===== src/sv/spf_pkg.sv =====
package spf_pkg;

    // Field widths
    localparam int PIX_W     = 8;
    localparam int MODE_W    = 3;
    localparam int RW_W      = 11;
    localparam int POS_W     = 11;
    localparam int CFG_IDX_W = 1;

    localparam int SPF_MAX_WIDTH = 1024;

    // Pixel position saturates here
    localparam logic [POS_W-1:0] POS_MAX = {POS_W{1'b1}};

    // Front-to-back queue, power of two
    localparam int QUEUE_DEPTH = 4;
    localparam int QUEUE_AW    = $clog2(QUEUE_DEPTH);

    // Filter modes; also used as the resolved predictor select
    localparam logic [MODE_W-1:0] MODE_NONE  = 3'd0;
    localparam logic [MODE_W-1:0] MODE_SUB   = 3'd1;
    localparam logic [MODE_W-1:0] MODE_UP    = 3'd2;
    localparam logic [MODE_W-1:0] MODE_AVG   = 3'd3;
    localparam logic [MODE_W-1:0] MODE_PAETH = 3'd4;

    // Config register indexes
    localparam logic [CFG_IDX_W-1:0] REG_FILTER_MODE = 1'b0;
    localparam logic [CFG_IDX_W-1:0] REG_ROW_WIDTH   = 1'b1;

    // One classified word, front to back
    typedef struct packed {
        logic [PIX_W-1:0]  pix;
        logic [PIX_W-1:0]  left;
        logic [PIX_W-1:0]  up;
        logic [PIX_W-1:0]  ul;
        logic [MODE_W-1:0] sel;
        logic              last;
    } spf_item_t;

    // Paeth pick over left (a), up (b), upper-left (c); ties in that order.
    // |p-a| = |b-c|, |p-b| = |a-c|, |p-c| = |a+b-2c|
    function automatic logic [PIX_W-1:0] paeth_pick(
        input logic [PIX_W-1:0] a,
        input logic [PIX_W-1:0] b,
        input logic [PIX_W-1:0] c
    );
        logic signed [PIX_W+2:0] da;
        logic signed [PIX_W+2:0] db;
        logic signed [PIX_W+2:0] dc;
        logic [PIX_W-1:0]        pick;
        da = $signed({3'b000, b}) - $signed({3'b000, c});
        db = $signed({3'b000, a}) - $signed({3'b000, c});
        dc = $signed({3'b000, a}) + $signed({3'b000, b})
           - $signed({2'b00, c, 1'b0});
        if (da < 0) da = -da;
        if (db < 0) db = -db;
        if (dc < 0) dc = -dc;
        if (da <= db && da <= dc) begin
            pick = a;
        end else if (db <= dc) begin
            pick = b;
        end else begin
            pick = c;
        end
        return pick;
    endfunction

endpackage


===== src/sv/spf_back.sv =====
module spf_back
    import spf_pkg::*;
(
    input  logic             aclk,
    input  logic             aresetn,
    input  logic             item_valid,
    output logic             item_ready,
    input  spf_item_t        item,
    output logic             m_tvalid,
    input  logic             m_tready,
    output logic [PIX_W-1:0] m_residual,
    output logic             m_last
);

    logic             m_valid_reg;
    logic [PIX_W-1:0] res_reg, res_next;
    logic             last_reg;
    logic [PIX_W-1:0] pred;
    logic [PIX_W:0]   avg_sum;

    assign item_ready = !m_valid_reg || m_tready;
    assign avg_sum    = {1'b0, item.left} + {1'b0, item.up};

    always_comb begin
        case (item.sel)
            MODE_SUB:   pred = item.left;
            MODE_UP:    pred = item.up;
            MODE_AVG:   pred = avg_sum[PIX_W:1];
            MODE_PAETH: pred = paeth_pick(item.left, item.up, item.ul);
            default:    pred = '0;
        endcase
        res_next = item.pix - pred;
    end

    always_ff @(posedge aclk) begin
        if (!aresetn) begin
            m_valid_reg <= 1'b0;
        end else if (item_ready) begin
            m_valid_reg <= item_valid;
        end
    end

    always_ff @(posedge aclk) begin
        if (item_valid && item_ready) begin
            res_reg  <= res_next;
            last_reg <= item.last;
        end
    end

    assign m_tvalid   = m_valid_reg;
    assign m_residual = res_reg;
    assign m_last     = last_reg;

endmodule


===== config.mk =====
export PLATFORM = sky130hd
export DESIGN_NAME = spf_back
export DESIGN_NICKNAME = d
export VERILOG_FILES = /design/src/sv/spf_pkg.sv /design/src/sv/spf_back.sv
export SDC_FILE = /design/constraint.sdc
export NUM_CORES = 1
export LEC_CHECK = 0
export ABC_AREA = 1
export BUFFER_PORTS_ARGS = -buffer_cell sky130_fd_sc_hd__buf_2
export CAP_MARGIN = 10
export CORE_MARGIN = 2
export CORE_UTILIZATION = 51
export DETAILED_ROUTE_END_ITERATION = 10
export GPL_TIMING_DRIVEN = 0
export PLACE_DENSITY_LB_ADDON = 0.3
export SYNTH_ARGS = -nofsm -noshare
export SYNTH_HDL_FRONTEND = slang
export SYNTH_SLANG_ARGS = --single-unit

===== constraint.sdc =====
create_clock -name aclk -period 13.1 [get_ports aclk]
set_clock_uncertainty 0.1 [all_clocks]
set_input_delay 2.62 -clock aclk [delete_from_list [all_inputs] [get_ports aclk]]
set_output_delay 2.62 -clock aclk [all_outputs]
set_load 0.05 [all_outputs]

==> out/metrics.cfg <==
[grt]
vias_in_the_first_global_route = 4323
first_pass_grt_wire_length_um = 19060
globalRouteMet2Util = 0.4804
busiest_metal_layer_after_global_routing = met2
grt_usage = 0.2632
gr-usage-met1 = 0.3456
maximum_number_of_pins_on_one_net_before_global_route_repair = 11
antenna_found_initial = 0
grt.overflow.total = 0
met3_usage = 0.02889

[min_path]
holdCritPathClass = reg2reg
worstHoldEndpoint = m_tvalid
min-delay-start = m_tvalid
min_delay_path_depth = 2

[worst_setup_path]
critPathBufInv = 9
rrSetupSlack_ns = 11.61
critPathMaxFanout = 10
worstReg2RegStart = m_tvalid
r2r-end = m_residual[3]
crit_path_frequent_cell = sky130_fd_sc_hd__inv_1
timing.critical_path.from_type = input pin
worst_path_max_delay_cell = sky130_fd_sc_hd__fa_1
largest_delay_share_family_worst_path = compound AO/OA/AOI/OAI gates
reg2regPathDepth = 1
slowest_delay_ns = 0.50
cp_data_required_time_ns = 12.99
critPathKind = in2reg
crit_arrival_ns = 8.43
cp-end-kind = flop

[sta]
fin_worst_hold_slack_ns = 0.4187
setup-tns-final_ns = 0
final_number_of_hold_violating_endpoints = 0
final_period_minus_worst_setup_slack_ns = 8.535
maxSlewHeadroom = 0.4170
layout_worst_path_cycle_share = 0.6515
final_count_of_pins_violating_max_slew = 0
clock.fmax_mhz = 117.2
worst_pin_slew_ns = 0.8679
final_setup_violations = 0
rsz_0062_raised_after_global_routing = no

[synthesis]
postSynthCellCount = 690
synth-seq-cells = 10
synth_top_area_share = 0.2092
synthesis.yosys.warnings = 0
yosys-top-cells-area = sky130_fd_sc_hd__ha_1 21%, sky130_fd_sc_hd__nand2_1 15%, sky130_fd_sc_hd__inv_1 13%
synth_area_um2 = 4128
ys_seq_area_frac = 0.07032
yosys.cell_types.count = 40
largest_area_contributor_in_the_netlist = sky130_fd_sc_hd__ha_1
post_synth.cell_area_avg_um2 = 5.982

[route]
route.detailed.wl_per_inst_um = 12.53
finalWirelength_um = 10700
detailedRoute.firstPassIterationCount = 5
drc_errors = 0
postRouteAntennaNets = 0
total_via_count_after_detailed_routing = 4452
drtIter0Drc = 234
vias_per_cell = 5.213

[floorplan]
floorplan.rows = 32
die_height_um = 93.97
chipWidth_um = 93.97
ioPinCount = 51
die_area_um2 = 8829
core_area_um2 = 7767
start_util = 0.5314

[cells_and_area]
finish.net_count = 873
fillerInstances = 768
mostFrequentLayoutCells = 170 x sky130_fd_sc_hd__nand2_1, 146 x sky130_fd_sc_hd__inv_1, 69 x sky130_fd_sc_hd__ha_1, 65 x sky130_fd_sc_hd__nor2_1, 59 x sky130_fd_sc_hd__nand3_1
n_antenna_cell = 0
multi_input_gate_area_um2 = 3266
final_core_utilization = 0.5910
mostFrequentLayoutCell = sky130_fd_sc_hd__nand2_1
area_growth_pct = 11.22
final_layout_size_suffix_gt1_frac = 0.1077
sequential_cell_area_um2 = 290.3

[clock_tree]
cts_made_buffers = 3
source_to_sink_clock_delay_at_the_later_pin_of_the_worst_skew_pair_ns = 0.24
cts-hold-fix-buffers = 0
cts.sinks = 10
clk_root_buffer_cell = sky130_fd_sc_hd__clkbuf_8
cts.path.max_buffers = 2
cts_setup_buffers = 0
worst_setup_hold_path_clk_slew_ns = 0.05
cts.repair.resized = 0
deepest_level_of_the_cts_h_tree = 1
tritoncts_clock_tree = done

[power]
cellLeakagePower_uw = 0.002791
ir_worst_vdd_mv = 0.05587
power_density_nw_per_um2 = 100.5

[place]
detailedPlacementHpwl_um = 9424
last_weighted_congestion_value_of_the_routability_driven_placer = 0.9269
io_buffers = 50

[flow_run]
maxCapViolations = 0

[status]
status = finished clean

Yosys cell counts:
library cell               count
sky130_fd_sc_hd__inv_2         4
sky130_fd_sc_hd__edfxtp_1      9
sky130_fd_sc_hd__a21boi_0      1
sky130_fd_sc_hd__buf_6         3
sky130_fd_sc_hd__a21oi_1      32
sky130_fd_sc_hd__nor3_1        5
sky130_fd_sc_hd__o221ai_1      5
sky130_fd_sc_hd__a21oi_2       3
sky130_fd_sc_hd__nand3b_1      2
sky130_fd_sc_hd__o21ai_1       7
sky130_fd_sc_hd__o31ai_1       1
sky130_fd_sc_hd__nand3_1      59
sky130_fd_sc_hd__o211ai_1      2
sky130_fd_sc_hd__o21a_1        7
sky130_fd_sc_hd__nand2_2       8
sky130_fd_sc_hd__nor2_1       65
sky130_fd_sc_hd__ha_1         69
sky130_fd_sc_hd__nand3b_2      1
sky130_fd_sc_hd__xor2_1       15
sky130_fd_sc_hd__a21o_1        2
sky130_fd_sc_hd__nand4_1      13
sky130_fd_sc_hd__a211oi_1      1
sky130_fd_sc_hd__nand2_1     170
sky130_fd_sc_hd__xnor2_1       5
sky130_fd_sc_hd__inv_1       146
sky130_fd_sc_hd__conb_1        2
sky130_fd_sc_hd__nor3b_1       1
sky130_fd_sc_hd__nand3_2       1
sky130_fd_sc_hd__o21ai_2       1
sky130_fd_sc_hd__nor4_1        2
sky130_fd_sc_hd__a221o_1       1
sky130_fd_sc_hd__dfxtp_1       1
sky130_fd_sc_hd__fa_1         11
sky130_fd_sc_hd__o21ai_0      25
sky130_fd_sc_hd__and2_4        1
sky130_fd_sc_hd__buf_2         1
sky130_fd_sc_hd__and3_1        1
sky130_fd_sc_hd__nor2_2        3
sky130_fd_sc_hd__a31oi_2       1
sky130_fd_sc_hd__o22ai_1       3
state kept, by name, indices dropped and copies added (netlist names):
register	cells
m_tvalid	1
m_last	1
m_residual	8
area by class of cell:
type	instances	area share
Multi-Input combinational cell	534	0.7114
Clock buffer	4	0.01199
Timing Repair Buffer	50	0.05451
Buffer	4	0.008449
Tap cell	102	0.02780
Sequential cell	10	0.06323
Inverter	150	0.1226
power breakdown:
group / switching, uW / total [uW] / leakage (uW) / internal [uW]
clock network: 11.8 / 38.2 / 0.0000288 / 26.4
registers: 0.944 / 42.9 / 0.0000955 / 42.0
logic: 242 / 380 / 0.00267 / 139
through the flow:
step	area [um2]	total power (uW)	setup WS [ns]	instances
floorplan	4158	336.0	5.393	698
global placement	4536	404.8	4.508	850
detailed placement	4536	418.1	4.451	850
CTS	4591	458.5	4.683	854
global route	4591	525.5	4.056	854
finish	4591	461.5	4.565	854
worst max-delay path by stage:
stage | start | endpoint | slack [ns] | depth (start not counted)
floorplan | item[16] | m_residual[7] | 5.39 | 38
CTS | item[15] | m_residual[7] | 4.68 | 39
global route | item[16] | m_residual[7] | 4.06 | 39
global placement | item[16] | m_residual[7] | 4.51 | 36
detailed placement | item[15] | m_residual[7] | 4.45 | 39
finish | item[16] | m_residual[7] | 4.57 | 36
layer usage:
metal  up-vias  wire length, um
met3         8              676
met2       117             4943
li1       2335                -
met1      1992             5027
met4         0               52
met5         -                0
kinds of logic (layout without fill, tap and decap cells):
kind of cell / count (synthesis) / count (layout) / share of synthesized area
xor+xnor: 20 / 20 / 0.04244
compound gates: 92 / 92 / 0.1322
flops: 10 / 10 / 0.07032
simple gates: 332 / 332 / 0.3450
fa+ha+maj: 80 / 80 / 0.2625
other cells: 2 / 10 / 0.001819
buf+inv: 154 / 208 / 0.1458
Power figures use the tool's default switching activity.
