[src/sv/spf_pkg.sv]
package spf_pkg;

    // Field widths
    localparam int PIX_W     = 8;
    localparam int MODE_W    = 3;
    localparam int RW_W      = 11;
    localparam int POS_W     = 11;
    localparam int CFG_IDX_W = 1;

    localparam int SPF_MAX_WIDTH = 1024;

    // Pixel position saturates here
    localparam logic [POS_W-1:0] POS_MAX = {POS_W{1'b1}};

    // Front-to-back queue, power of two
    localparam int QUEUE_DEPTH = 4;
    localparam int QUEUE_AW    = $clog2(QUEUE_DEPTH);

    // Filter modes; also used as the resolved predictor select
    localparam logic [MODE_W-1:0] MODE_NONE  = 3'd0;
    localparam logic [MODE_W-1:0] MODE_SUB   = 3'd1;
    localparam logic [MODE_W-1:0] MODE_UP    = 3'd2;
    localparam logic [MODE_W-1:0] MODE_AVG   = 3'd3;
    localparam logic [MODE_W-1:0] MODE_PAETH = 3'd4;

    // Config register indexes
    localparam logic [CFG_IDX_W-1:0] REG_FILTER_MODE = 1'b0;
    localparam logic [CFG_IDX_W-1:0] REG_ROW_WIDTH   = 1'b1;

    // One classified word, front to back
    typedef struct packed {
        logic [PIX_W-1:0]  pix;
        logic [PIX_W-1:0]  left;
        logic [PIX_W-1:0]  up;
        logic [PIX_W-1:0]  ul;
        logic [MODE_W-1:0] sel;
        logic              last;
    } spf_item_t;

    // Paeth pick over left (a), up (b), upper-left (c); ties in that order.
    // |p-a| = |b-c|, |p-b| = |a-c|, |p-c| = |a+b-2c|
    function automatic logic [PIX_W-1:0] paeth_pick(
        input logic [PIX_W-1:0] a,
        input logic [PIX_W-1:0] b,
        input logic [PIX_W-1:0] c
    );
        logic signed [PIX_W+2:0] da;
        logic signed [PIX_W+2:0] db;
        logic signed [PIX_W+2:0] dc;
        logic [PIX_W-1:0]        pick;
        da = $signed({3'b000, b}) - $signed({3'b000, c});
        db = $signed({3'b000, a}) - $signed({3'b000, c});
        dc = $signed({3'b000, a}) + $signed({3'b000, b})
           - $signed({2'b00, c, 1'b0});
        if (da < 0) da = -da;
        if (db < 0) db = -db;
        if (dc < 0) dc = -dc;
        if (da <= db && da <= dc) begin
            pick = a;
        end else if (db <= dc) begin
            pick = b;
        end else begin
            pick = c;
        end
        return pick;
    endfunction

endpackage

[src/sv/spf_queue.sv]
module spf_queue
    import spf_pkg::*;
(
    input  logic      aclk,
    input  logic      aresetn,
    input  logic      push_valid,
    output logic      push_ready,
    input  spf_item_t push_item,
    output logic      pop_valid,
    input  logic      pop_ready,
    output spf_item_t pop_item
);

    spf_item_t               slot_reg [QUEUE_DEPTH];
    logic [QUEUE_AW-1:0]     wr_ptr_reg, rd_ptr_reg;
    logic [QUEUE_AW:0]       count_reg, count_next;
    logic                    push, pop;

    assign push_ready = count_reg != (QUEUE_AW+1)'(QUEUE_DEPTH);
    assign pop_valid  = count_reg != '0;
    assign push       = push_valid && push_ready;
    assign pop        = pop_valid && pop_ready;
    assign pop_item   = slot_reg[rd_ptr_reg];

    always_comb begin
        count_next = count_reg;
        if (push && !pop) begin
            count_next = count_reg + (QUEUE_AW+1)'(1);
        end else if (pop && !push) begin
            count_next = count_reg - (QUEUE_AW+1)'(1);
        end
    end

    always_ff @(posedge aclk) begin
        if (!aresetn) begin
            wr_ptr_reg <= '0;
            rd_ptr_reg <= '0;
            count_reg  <= '0;
        end else begin
            if (push) wr_ptr_reg <= wr_ptr_reg + QUEUE_AW'(1);
            if (pop)  rd_ptr_reg <= rd_ptr_reg + QUEUE_AW'(1);
            count_reg <= count_next;
        end
    end

    always_ff @(posedge aclk) begin
        if (push) begin
            slot_reg[wr_ptr_reg] <= push_item;
        end
    end

endmodule

[config.mk]
export PLATFORM = sky130hd
export DESIGN_NAME = spf_queue
export DESIGN_NICKNAME = d
export VERILOG_FILES = /design/src/sv/spf_pkg.sv /design/src/sv/spf_queue.sv
export SDC_FILE = /design/constraint.sdc
export NUM_CORES = 1
export LEC_CHECK = 0
export BUFFER_PORTS_ARGS = -buffer_cell sky130_fd_sc_hd__buf_4
export CAP_MARGIN = 10
export CORE_ASPECT_RATIO = 0.5
export CORE_UTILIZATION = 55
export CTS_CLUSTER_DIAMETER = 200
export DETAILED_ROUTE_END_ITERATION = 12
export PLACE_DENSITY = 0.84
export SYNTH_ARGS = -nofsm -noshare
export SYNTH_HDL_FRONTEND = slang
export SYNTH_SLANG_ARGS = --single-unit
[constraint.sdc]
create_clock -name aclk -period 3 [get_ports aclk]
set_input_delay 0.6 -clock aclk [delete_from_list [all_inputs] [get_ports aclk]]
set_output_delay 0.6 -clock aclk [all_outputs]
set_load 0.005 [all_outputs]
==> results.py, run 1 <==
metrics = {
    "routing": {
        "viasPerCell": 5.574,
        "number_of_drc_markers_after_the_initial_detailed_route_iteration": 139,
        "num_vias": 2670,
        "topRoutingLayerUsed": "met4",
        "detailroute.wirelength.met3_um": 535,
        "m1WireLength_um": 4226,
        "drtAntennaViolNets": 0,
        "post-route-drc-count": 0,
        "wl_per_cell_um": 22.15,
        "met2RoutedLength_um": 5642,
        "drtPass1Iterations": 4,
        "wirelength_um": 10610,
    },
    "clock_network": {
        "cts_buffer_depth": 2,
        "postCtsSetupRepairBufs": 0,
        "clock-sinks": 153,
        "cts.root.buffer_cell": "sky130_fd_sc_hd__clkbuf_16",
        "worstSkewPairLatency_ns": 0.41,
        "post_cts.resized_instances": 0,
        "cts.clk_slew.worst_paths_ns": 0.06,
        "cts_tree": "done",
        "cts_hold_buffers": 0,
        "h-tree-depth": 4,
        "cts_buf_count": 17,
    },
    "floorplan": {
        "fp-row-count": 25,
        "die_height_um": 74.27,
        "design.core.area_um2": 9791,
        "floorplan.io_pins": 78,
        "fp.dieW_um": 146.5,
        "start_util": 0.5867,
        "die_area_um2": 10880,
    },
    "setup_path": {
        "critPathCaptureType": "primary output",
        "worst_r2r_path_depth": 8,
        "max_stage_delay_ns": 0.64,
        "required_ns": 2.40,
        "crit_top_cell": "sky130_fd_sc_hd__buf_4",
        "startpoint_types": "register",
        "reg2reg_setup_slack_ns": 0.62,
        "timing.critical_path.arrival_ns": 1.88,
        "worstReg2RegStart": "count_reg[0]$_SDFFE_PN0P_",
        "crit_path_max_fanout": 18,
        "cp_slowest_cell": "sky130_fd_sc_hd__mux4_1",
        "worst_path_cell_chain": "buf_4 > mux4_1 > buf_4",
        "setup.worst_path.class": "reg2out",
    },
    "synth": {
        "yosysWarningCount": 0,
        "cell_count_after_synthesis": 236,
        "synth_unique_cells": 25,
        "syn-cell-area_um2": 5744,
        "post_synth.cell_area_avg_um2": 24.34,
        "synth.ff_latch_count": 153,
        "yosysSeqAreaShare": 0.7841,
        "synth_nets": 282,
    },
    "sta": {
        "finalMaxSlewViolations": 0,
        "max_slew.worst_pin.slew_ns": 0.5636,
        "rsz0062_at_grt": "no",
        "period_share": 0.8271,
        "fmax_ghz": 0.4030,
        "final-hold-violation-count": 0,
        "totalNegativeSetupSlack_ns": 0,
        "worst_clock_skew_ns": 0.008417,
        "period_needed_ns": 2.481,
        "timing.max_slew.rel_slack": 0.6243,
        "setup_viol_count_final": 0,
    },
    "finish": {
        "layout.nets": 378,
        "largest_reg_flops": 144,
        "antenna_cells_inserted": 0,
        "syn_to_layout_area_delta_pct": 23.98,
        "drive_gt1_frac": 0.4360,
        "final_area_um2": 7122,
    },
    "min_path": {
        "worst_hold_path_type": "in2reg",
        "min_delay_path_depth": 1,
        "hold_path_startpoint": "push_item[33]",
    },
    "placement": {
        "postPlaceCellArea_um2": 6509,
        "detailedPlacementHpwl_um": 6394,
        "gpl_congestion": 0.7314,
        "port_buffer_cells": 77,
    },
    "run_status": {
        "run_status": "finished clean",
    },
    "pwr": {
        "largest_voltage_drop_on_the_vdd_net_mv": 0.4298,
        "power-per-cell-area_nw_per_um2": 889.7,
        "total_power_mw": 6.336,
        "power_leakage_nw": 2.466,
    },
    "global_routing": {
        "via_count_of_the_first_global_routing_pass": 2803,
        "grt_first_pass_wirelength_um": 15880,
        "grt_start_max_net_pins": 20,
        "grt_antenna_before_repair": 0,
        "groute.usage.overall": 0.2121,
        "overflow": 0,
    },
    "run": {
        "timing.max_cap.violations": 0,
    },
}
## placed cells by master (no fill, tap or decap)
master	n
sky130_fd_sc_hd__bufinv_16	5
sky130_fd_sc_hd__nand2_1	5
sky130_fd_sc_hd__mux4_1	6
sky130_fd_sc_hd__and2_1	4
sky130_fd_sc_hd__clkbuf_1	2
sky130_fd_sc_hd__a21boi_0	1
sky130_fd_sc_hd__ha_1	5
sky130_fd_sc_hd__o31ai_4	1
sky130_fd_sc_hd__and2_2	4
sky130_fd_sc_hd__mux4_2	30
sky130_fd_sc_hd__dfxtp_2	2
sky130_fd_sc_hd__dfxtp_1	7
sky130_fd_sc_hd__clkinv_1	4
sky130_fd_sc_hd__xor2_1	1
sky130_fd_sc_hd__o311ai_2	1
sky130_fd_sc_hd__inv_1	3
sky130_fd_sc_hd__buf_4	83
sky130_fd_sc_hd__o21ai_0	1
sky130_fd_sc_hd__mux2i_1	3
sky130_fd_sc_hd__clkbuf_16	17
sky130_fd_sc_hd__buf_12	3
sky130_fd_sc_hd__nor2b_1	1
sky130_fd_sc_hd__nor2_1	1
sky130_fd_sc_hd__or3_1	2
sky130_fd_sc_hd__xnor2_1	3
sky130_fd_sc_hd__fa_1	1
sky130_fd_sc_hd__a21boi_2	1
sky130_fd_sc_hd__edfxtp_1	144
sky130_fd_sc_hd__clkinv_2	3
## metrics by stage
stage / hold WS (ns) / cells / utilization / setup WS (ns)
after floorplan: 0.4677 / 236 / - / 0.8042
after global placement: 0.4782 / 448 / 0.6648 / 0.7173
after detailed placement: 0.5016 / 448 / 0.6648 / 0.6067
after CTS: 0.3676 / 479 / 0.7274 / 0.4603
after global routing: 0.3726 / 479 / 0.7274 / 0.4167
final: 0.3875 / 479 / 0.7274 / 0.5188
## power by group
part	internal [mW]	leakage [nW]	total [mW]	switching, mW
registers	2.60	1.39	2.72	0.118
logic	0.798	0.771	1.39	0.590
clock network	1.45	0.301	2.23	0.777
## critical path, delay by kind of cell, from the launching register on
kind                   cells  cell delay, ns
muxes                      1            0.64
buffers and inverters      2            0.49
DFF                        1            0.33
## logic make-up after synthesis
| family | Yosys count | synth area share |
|---|---|---|
| DFF | 153 | 0.7841 |
| muxes | 39 | 0.1503 |
| and+or+nand+nor | 17 | 0.01590 |
| buffers and inverters | 12 | 0.01851 |
| adders and majority gates | 6 | 0.01438 |
| AOI/OAI and AO/OA | 5 | 0.01067 |
| xor gates and xnor gates | 4 | 0.006100 |
## path summary, 6_finish.rpt
path / end
max: pop_item[34]
max reg2reg: count_reg[2]$_SDFFE_PN0P_
min reg2reg: wr_ptr_reg[1]$_SDFFE_PN0P_
min: slot_reg[2][33]$_DFFE_PP_
## Yosys cell counts
master / instances / area, um^2
sky130_fd_sc_hd__a21boi_0: 1 / 7.510
sky130_fd_sc_hd__a21boi_2: 1 / 11.26
sky130_fd_sc_hd__and2_1: 8 / 50.05
sky130_fd_sc_hd__buf_12: 3 / 60.06
sky130_fd_sc_hd__buf_2: 3 / 15.01
sky130_fd_sc_hd__buf_6: 1 / 11.26
sky130_fd_sc_hd__clkbuf_1: 1 / 3.750
sky130_fd_sc_hd__clkbuf_2: 1 / 5.000
sky130_fd_sc_hd__dfxtp_1: 9 / 180.2
sky130_fd_sc_hd__edfxtp_1: 144 / 4324
sky130_fd_sc_hd__fa_1: 1 / 20.02
sky130_fd_sc_hd__ha_1: 5 / 62.56
sky130_fd_sc_hd__inv_1: 3 / 11.26
sky130_fd_sc_hd__mux2i_1: 3 / 30.03
sky130_fd_sc_hd__mux4_1: 6 / 157.7
sky130_fd_sc_hd__mux4_2: 30 / 675.7
sky130_fd_sc_hd__nand2_1: 5 / 18.77
sky130_fd_sc_hd__nor2_1: 1 / 3.750
sky130_fd_sc_hd__nor2b_1: 1 / 6.260
sky130_fd_sc_hd__o21ai_0: 1 / 5.000
sky130_fd_sc_hd__o311ai_2: 1 / 16.27
sky130_fd_sc_hd__o31ai_4: 1 / 21.27
sky130_fd_sc_hd__or3_1: 2 / 12.51
sky130_fd_sc_hd__xnor2_1: 3 / 26.28
sky130_fd_sc_hd__xor2_1: 1 / 8.760
## per-layer routing
layer,global-route usage,vias to the layer above
li1,-,1180
met4,0.1169,0
met1,0.2551,1388
met2,0.3635,86
met5,0,-
met3,0.05767,16
## layout make-up
type	count	area [um^2]
clock buffer	19	432.9
timing repair buffer	86	683.2
inverter	3	11.26
clock inverter	12	180.2
multi-input combinational	71	1139
sequential	153	4507
tap	135	168.9
fill	544	2669
No activity file was read; power rests on OpenSTA's default activity.
==> run 2: changes to the inputs <==
==> constraint.sdc (replaced) <==
create_clock -name aclk -period 2.3 [get_ports aclk]
set_input_delay 0.46 -clock aclk [delete_from_list [all_inputs] [get_ports aclk]]
set_output_delay 0.46 -clock aclk [all_outputs]
set_load 0.005 [all_outputs]
==> results.py, run 2 (same netlist as run 1, synthesis figures left out) <==
metrics = {
    "pwr": {
        "power_leakage_nw": 2.444,
        "largest_voltage_drop_on_the_vdd_net_mv": 0.5852,
        "power-per-cell-area_nw_per_um2": 1130,
        "power_frac_clock": 0.327,
        "power_switching_mw": 1.958,
        "power.switching_fraction": 0.2440,
        "p_int_mw": 6.067,
        "power_frac_comb": 0.234,
        "p_seq_frac": 0.439,
    },
    "placement": {
        "port_buffer_cells": 77,
        "gpl_congestion": 0.6673,
        "detailedPlacementHpwl_um": 5865,
    },
    "finish": {
        "largest_reg_flops": 144,
        "layout.nets": 379,
        "most-common-layout-cells": "144 x sky130_fd_sc_hd__edfxtp_1, 82 x sky130_fd_sc_hd__buf_4, 30 x sky130_fd_sc_hd__mux4_2",
        "layout_commonest_cell": "sky130_fd_sc_hd__edfxtp_1",
        "drive_gt1_frac": 0.4509,
        "antenna_cells_inserted": 0,
        "filler_cell_count": 564,
        "syn_to_layout_area_delta_pct": 23.63,
    },
    "sta": {
        "period_needed_ns": 2.231,
        "rsz0062_at_grt": "no",
        "totalNegativeSetupSlack_ns": 0,
        "final-hold-violation-count": 0,
        "hold_ws_ns": 0.2436,
        "max_slew.worst_pin.slew_ns": 0.3040,
        "setup_viol_count_final": 0,
        "period_share": 0.9701,
        "finalMaxSlewViolations": 0,
        "worst_clock_skew_ns": 0.005293,
        "timing.max_slew.rel_slack": 0.7971,
        "fmax_ghz": 0.4482,
    },
    "setup_path": {
        "critPathCaptureType": "primary output",
        "max_stage_delay_ns": 0.61,
        "cp_slowest_cell": "sky130_fd_sc_hd__mux4_1",
        "crit_path_max_fanout": 19,
        "startpoint_types": "register",
        "timing.critical_path.arrival_ns": 1.77,
        "required_ns": 1.84,
        "worst_path_cell_chain": "buf_12 > mux4_1 > buf_4",
        "setup.worst_path.class": "reg2out",
        "reg2reg_setup_slack_ns": 0.12,
    },
    "floorplan": {
        "die_area_um2": 10880,
        "die_height_um": 74.27,
        "design.core.area_um2": 9791,
        "fp.dieW_um": 146.5,
        "floorplan.io_pins": 78,
        "fp-row-count": 25,
        "start_util": 0.5867,
    },
    "clock_network": {
        "clock-sinks": 153,
        "h-tree-depth": 4,
        "postCtsSetupRepairBufs": 0,
        "cts.clk_slew.worst_paths_ns": 0.06,
        "cts_buf_count": 17,
        "cts_hold_buffers": 0,
        "cts_buffer_depth": 2,
        "cts_tree": "done",
        "cts.root.buffer_cell": "sky130_fd_sc_hd__clkbuf_16",
        "worstSkewPairLatency_ns": 0.41,
    },
    "routing": {
        "wl_per_cell_um": 21.30,
        "number_of_drc_markers_after_the_initial_detailed_route_iteration": 163,
        "viasPerCell": 5.551,
        "num_vias": 2670,
        "wirelength_um": 10240,
        "drtPass1Iterations": 4,
        "post-route-drc-count": 0,
        "drtAntennaViolNets": 0,
    },
    "global_routing": {
        "grt_first_pass_wirelength_um": 15440,
        "grt_start_max_net_pins": 37,
        "overflow": 0,
        "groute.usage.overall": 0.2065,
        "grt_antenna_before_repair": 0,
        "via_count_of_the_first_global_routing_pass": 2802,
    },
    "run_status": {
        "run_status": "finished clean",
    },
    "min_path": {
        "worst_hold_path_type": "in2reg",
    },
    "run": {
        "timing.max_cap.violations": 0,
    },
}
==> run 2: changes by cell type in the layout (fill, tap and decap cells not counted), moves of 2 or more <==
cell                         delta
sky130_fd_sc_hd__bufinv_16      -3
sky130_fd_sc_hd__clkinv_4       +2
sky130_fd_sc_hd__clkinvlp_4     +4
sky130_fd_sc_hd__clkinv_1       -4
==> run 2: critical path, delay by kind of cell, from the launching register on <==
| family | cells | cell delay [ns] |
|---|---|---|
| buf+inv | 2 | 0.37 |
| flops | 1 | 0.37 |
| mux | 1 | 0.61 |
==> run 2: final timing paths <==
kind	start	end	depth (start not counted)
setup reg to reg	count_reg[1]$_SDFFE_PN0P_	count_reg[2]$_SDFFE_PN0P_	8
hold / removal	push_item[27]	slot_reg[1][27]$_DFFE_PP_	1
hold reg to reg	wr_ptr_reg[0]$_SDFFE_PN0P_	wr_ptr_reg[0]$_SDFFE_PN0P_	2
setup / recovery	register	pop_item[33]	3
==> run 2: repair_timing <==
| item | in CTS | in global routing |
|---|---|---|
| endpoints found under the setup margin | 17 | 6 |
| resized for setup | 1 | 2 |
| pin swaps | 0 | 0 |
==> run 2: power by group through the flow <==
stage / registers [mW] / logic, mW / clock network (mW)
3_3_place_gp: 3.54 / 1.82 / 0
3_5_place_dp: 3.57 / 1.87 / 0
5_1_grt: 3.55 / 2.01 / 2.78
6_report: 3.53 / 1.88 / 2.62
2_1_floorplan: 3.53 / 1.14 / 0
4_1_cts: 3.52 / 1.91 / 2.67
==> run 2: per-layer routing <==
metal	vias up	GRT usage	routed length [um]
met3	14	0.06748	430
met5	-	0	0
met4	0	0.08102	131
li1	1182	-	-
met1	1403	0.2426	4156
met2	71	0.3661	5525
==> run 2: layout make-up <==
| class | count | area (um^2) | share of cell area |
|---|---|---|---|
| inverter | 3 | 11.26 | 0.001586 |
| sequential | 153 | 4508 | 0.6348 |
| timing repair buffer | 87 | 710.7 | 0.1001 |
| tap | 135 | 168.9 | 0.02378 |
| clock buffer | 20 | 436.7 | 0.06149 |
| multi-input combinational | 71 | 1139 | 0.1603 |
| clock inverter | 12 | 127.6 | 0.01797 |
==> run 2: metrics by stage <==
stage,area (um^2),power [mW],utilization,instances,setup slack (ns)
global placement,6529,5.357,0.6668,449,0.2875
floorplan,5744,4.672,-,236,0.1260
global route,7102,8.346,0.7254,481,0.005033
finish,7102,8.025,0.7254,481,0.06880
detailed placement,6529,5.442,0.6668,449,0.1384
CTS,7097,8.104,0.7249,481,0.01901
==> run 3: changes to the inputs <==
--- a/config.mk
+++ b/config.mk
@@ -12,6 +12,7 @@
 export CTS_CLUSTER_DIAMETER = 200
 export DETAILED_ROUTE_END_ITERATION = 12
 export PLACE_DENSITY = 0.84
+export RECOVER_POWER = 25
 export SYNTH_ARGS = -nofsm -noshare
 export SYNTH_HDL_FRONTEND = slang
 export SYNTH_SLANG_ARGS = --single-unit
==> constraint.sdc (replaced) <==
create_clock -name aclk -period 2.1 [get_ports aclk]
set_input_delay 0.42 -clock aclk [delete_from_list [all_inputs] [get_ports aclk]]
set_output_delay 0.42 -clock aclk [all_outputs]
set_load 0.005 [all_outputs]
==> results.py, run 3 (same netlist as run 1, synthesis figures left out) <==
metrics = {
    "run_status": {
        "run_status": "complete, but fails checks",
        "violations": "negative setup slack",
    },
    "finish": {
        "drive_gt1_frac": 0.4029,
        "final_area_um2": 7263,
        "multi_input_area_um2": 1137,
        "largest_reg_flops": 144,
        "filler_cell_count": 535,
        "layout_commonest_cell": "sky130_fd_sc_hd__edfxtp_1",
        "sequential_cell_area_um2": 4517,
        "layout.nets": 384,
        "syn_to_layout_area_delta_pct": 26.44,
        "most-common-layout-cells": "144 x sky130_fd_sc_hd__edfxtp_1, 33 x sky130_fd_sc_hd__buf_4, 31 x sky130_fd_sc_hd__mux4_2",
        "antenna_cells_inserted": 0,
    },
    "sta": {
        "setup_viol_count_final": 17,
        "fmax_ghz": 0.4626,
        "final-hold-violation-count": 0,
        "timing.max_slew.rel_slack": 0.7949,
        "least_setup_slack_across_all_paths_after_layout_ns": -0.06167,
        "period_share": 1.029,
        "finalMaxSlewViolations": 0,
        "rsz0062_at_grt": "yes",
        "period_needed_ns": 2.162,
        "hold_ws_ns": 0.2058,
        "max_slew.worst_pin.slew_ns": 0.3073,
        "worst_clock_skew_ns": 0.01563,
    },
    "global_routing": {
        "grt_first_pass_wirelength_um": 16420,
        "via_count_of_the_first_global_routing_pass": 2976,
        "grt_antenna_before_repair": 0,
        "groute.usage.overall": 0.2228,
        "grt_start_max_net_pins": 37,
        "overflow": 0,
    },
    "setup_path": {
        "required_ns": 1.68,
        "max_stage_delay_ns": 0.58,
        "worst_path_cell_chain": "buf_12 > mux4_1 > buf_4",
        "worstReg2RegStart": "count_reg[1]$_SDFFE_PN0P_",
        "startpoint_types": "register",
        "crit_path_max_fanout": 16,
        "critPathTopFamily": "multiplexers",
        "timing.critical_path.arrival_ns": 1.74,
        "setup.worst_path.class": "reg2out",
        "worst-path-buf-inv": 2,
        "worst_r2r_path_depth": 7,
        "cp_slowest_cell": "sky130_fd_sc_hd__mux4_1",
        "cp_num_cells": 3,
        "critPathCaptureType": "primary output",
    },
    "min_path": {
        "worst_hold_path_type": "in2reg",
        "hold_path_startpoint": "push_item[19]",
        "min_delay_path_depth": 1,
    },
    "floorplan": {
        "fp.dieW_um": 146.5,
        "die_height_um": 74.27,
        "fp-row-count": 25,
        "die_area_um2": 10880,
        "floorplan.io_pins": 78,
        "start_util": 0.5867,
        "design.core.area_um2": 9791,
    },
    "clock_network": {
        "cts.clk_slew.worst_paths_ns": 0.06,
        "cts_buffer_depth": 2,
        "cts_buf_count": 17,
        "worstSkewPairLatency_ns": 0.42,
        "h-tree-depth": 4,
        "cts.root.buffer_cell": "sky130_fd_sc_hd__clkbuf_16",
        "cts_tree": "done",
        "clock-sinks": 153,
    },
    "run": {
        "timing.max_cap.violations": 0,
    },
    "placement": {
        "post_place_setup_slack_ns": -0.05010,
        "port_buffer_cells": 77,
        "postPlaceCellArea_um2": 6538,
        "gpl_congestion": 0.6738,
        "detailedPlacementHpwl_um": 5989,
    },
    "routing": {
        "number_of_drc_markers_after_the_initial_detailed_route_iteration": 185,
        "num_vias": 2772,
        "drtAntennaViolNets": 0,
        "post-route-drc-count": 0,
        "viasPerCell": 5.715,
        "drtPass1Iterations": 4,
        "wl_per_cell_um": 23.18,
        "wirelength_um": 11240,
    },
    "pwr": {
        "power-per-cell-area_nw_per_um2": 1305,
        "largest_voltage_drop_on_the_vdd_net_mv": 0.8237,
        "power_leakage_nw": 2.469,
    },
}
run 3: changes by cell type in the layout (fill, tap and decap cells not counted), sizes merged:
cell      previous run  this run
inv                  3         4
buf                 87        70
bufinv               2         4
clkinv               6         8
clkbuf              20        39
clkinvlp             4         1
run 3: cell type report:
| type | instances | area share |
|---|---|---|
| clock buffers | 17 | 0.05857 |
| clock inverters | 14 | 0.02481 |
| inverters | 3 | 0.001550 |
| multi-input cells | 71 | 0.1566 |
| flip-flops and latches | 153 | 0.6219 |
| well taps | 135 | 0.02326 |
| repair buffers | 92 | 0.1134 |
run 3: final timing paths:
path / slack (ns) / endpoint
max: -0.06 / pop_item[35]
min: 0.21 / slot_reg[0][19]$_DFFE_PP_
max reg2reg: 0.09 / count_reg[2]$_SDFFE_PN0P_
min reg2reg: 0.51 / wr_ptr_reg[1]$_SDFFE_PN0P_
run 3: metrics by stage:
step | utilization | setup TNS, ns | total power, mW | cells
final | 0.7419 | -0.5263 | 9.475 | 485
after global routing | 0.7419 | -2.113 | 9.819 | 485
after CTS | 0.7442 | -0.8339 | 9.405 | 484
after detailed placement | 0.6677 | -0.05010 | 5.989 | 450
after global placement | 0.6677 | 0 | 5.880 | 450
after floorplan | - | 0 | 5.116 | 236
run 3: where the power goes:
group / internal, mW / total [mW] / switching, mW / leakage [nW]
registers: 3.73 / 3.89 / 0.167 / 1.40
clock network: 1.97 / 3.12 / 1.16 / 0.295
logic: 1.48 / 2.46 / 0.978 / 0.777
total: 7.17 / 9.48 / 2.30 / 2.47
run 3: per-layer routing:
| metal | track usage | wire (um) | vias up |
|---|---|---|---|
| met5 | 0 | 0 | - |
| met3 | 0.07607 | 942 | 10 |
| met1 | 0.2692 | 4374 | 1426 |
| li1 | - | - | 1198 |
| met4 | 0.1007 | 129 | 0 |
| met2 | 0.3767 | 5795 | 138 |
run 3: worst register-to-register path: cells and delay by family (launching register included):
family / cells / cell delay [ns]
adders and majority gates: 2 / 0.61
AOI/OAI and AO/OA: 2 / 0.44
DFF: 1 / 0.37
and+or+nand+nor: 1 / 0.30
xor gates and xnor gates: 1 / 0.17
buffers and inverters: 1 / 0.05
run 3: timing repair:
item,CTS,global route
pin swaps,0,1
gates cloned,2,0
buffers inserted,1,1
endpoints found under the setup margin,30,37
gates resized for setup,21,17
endpoints found under the hold margin,0,0
hold buffers,0,0
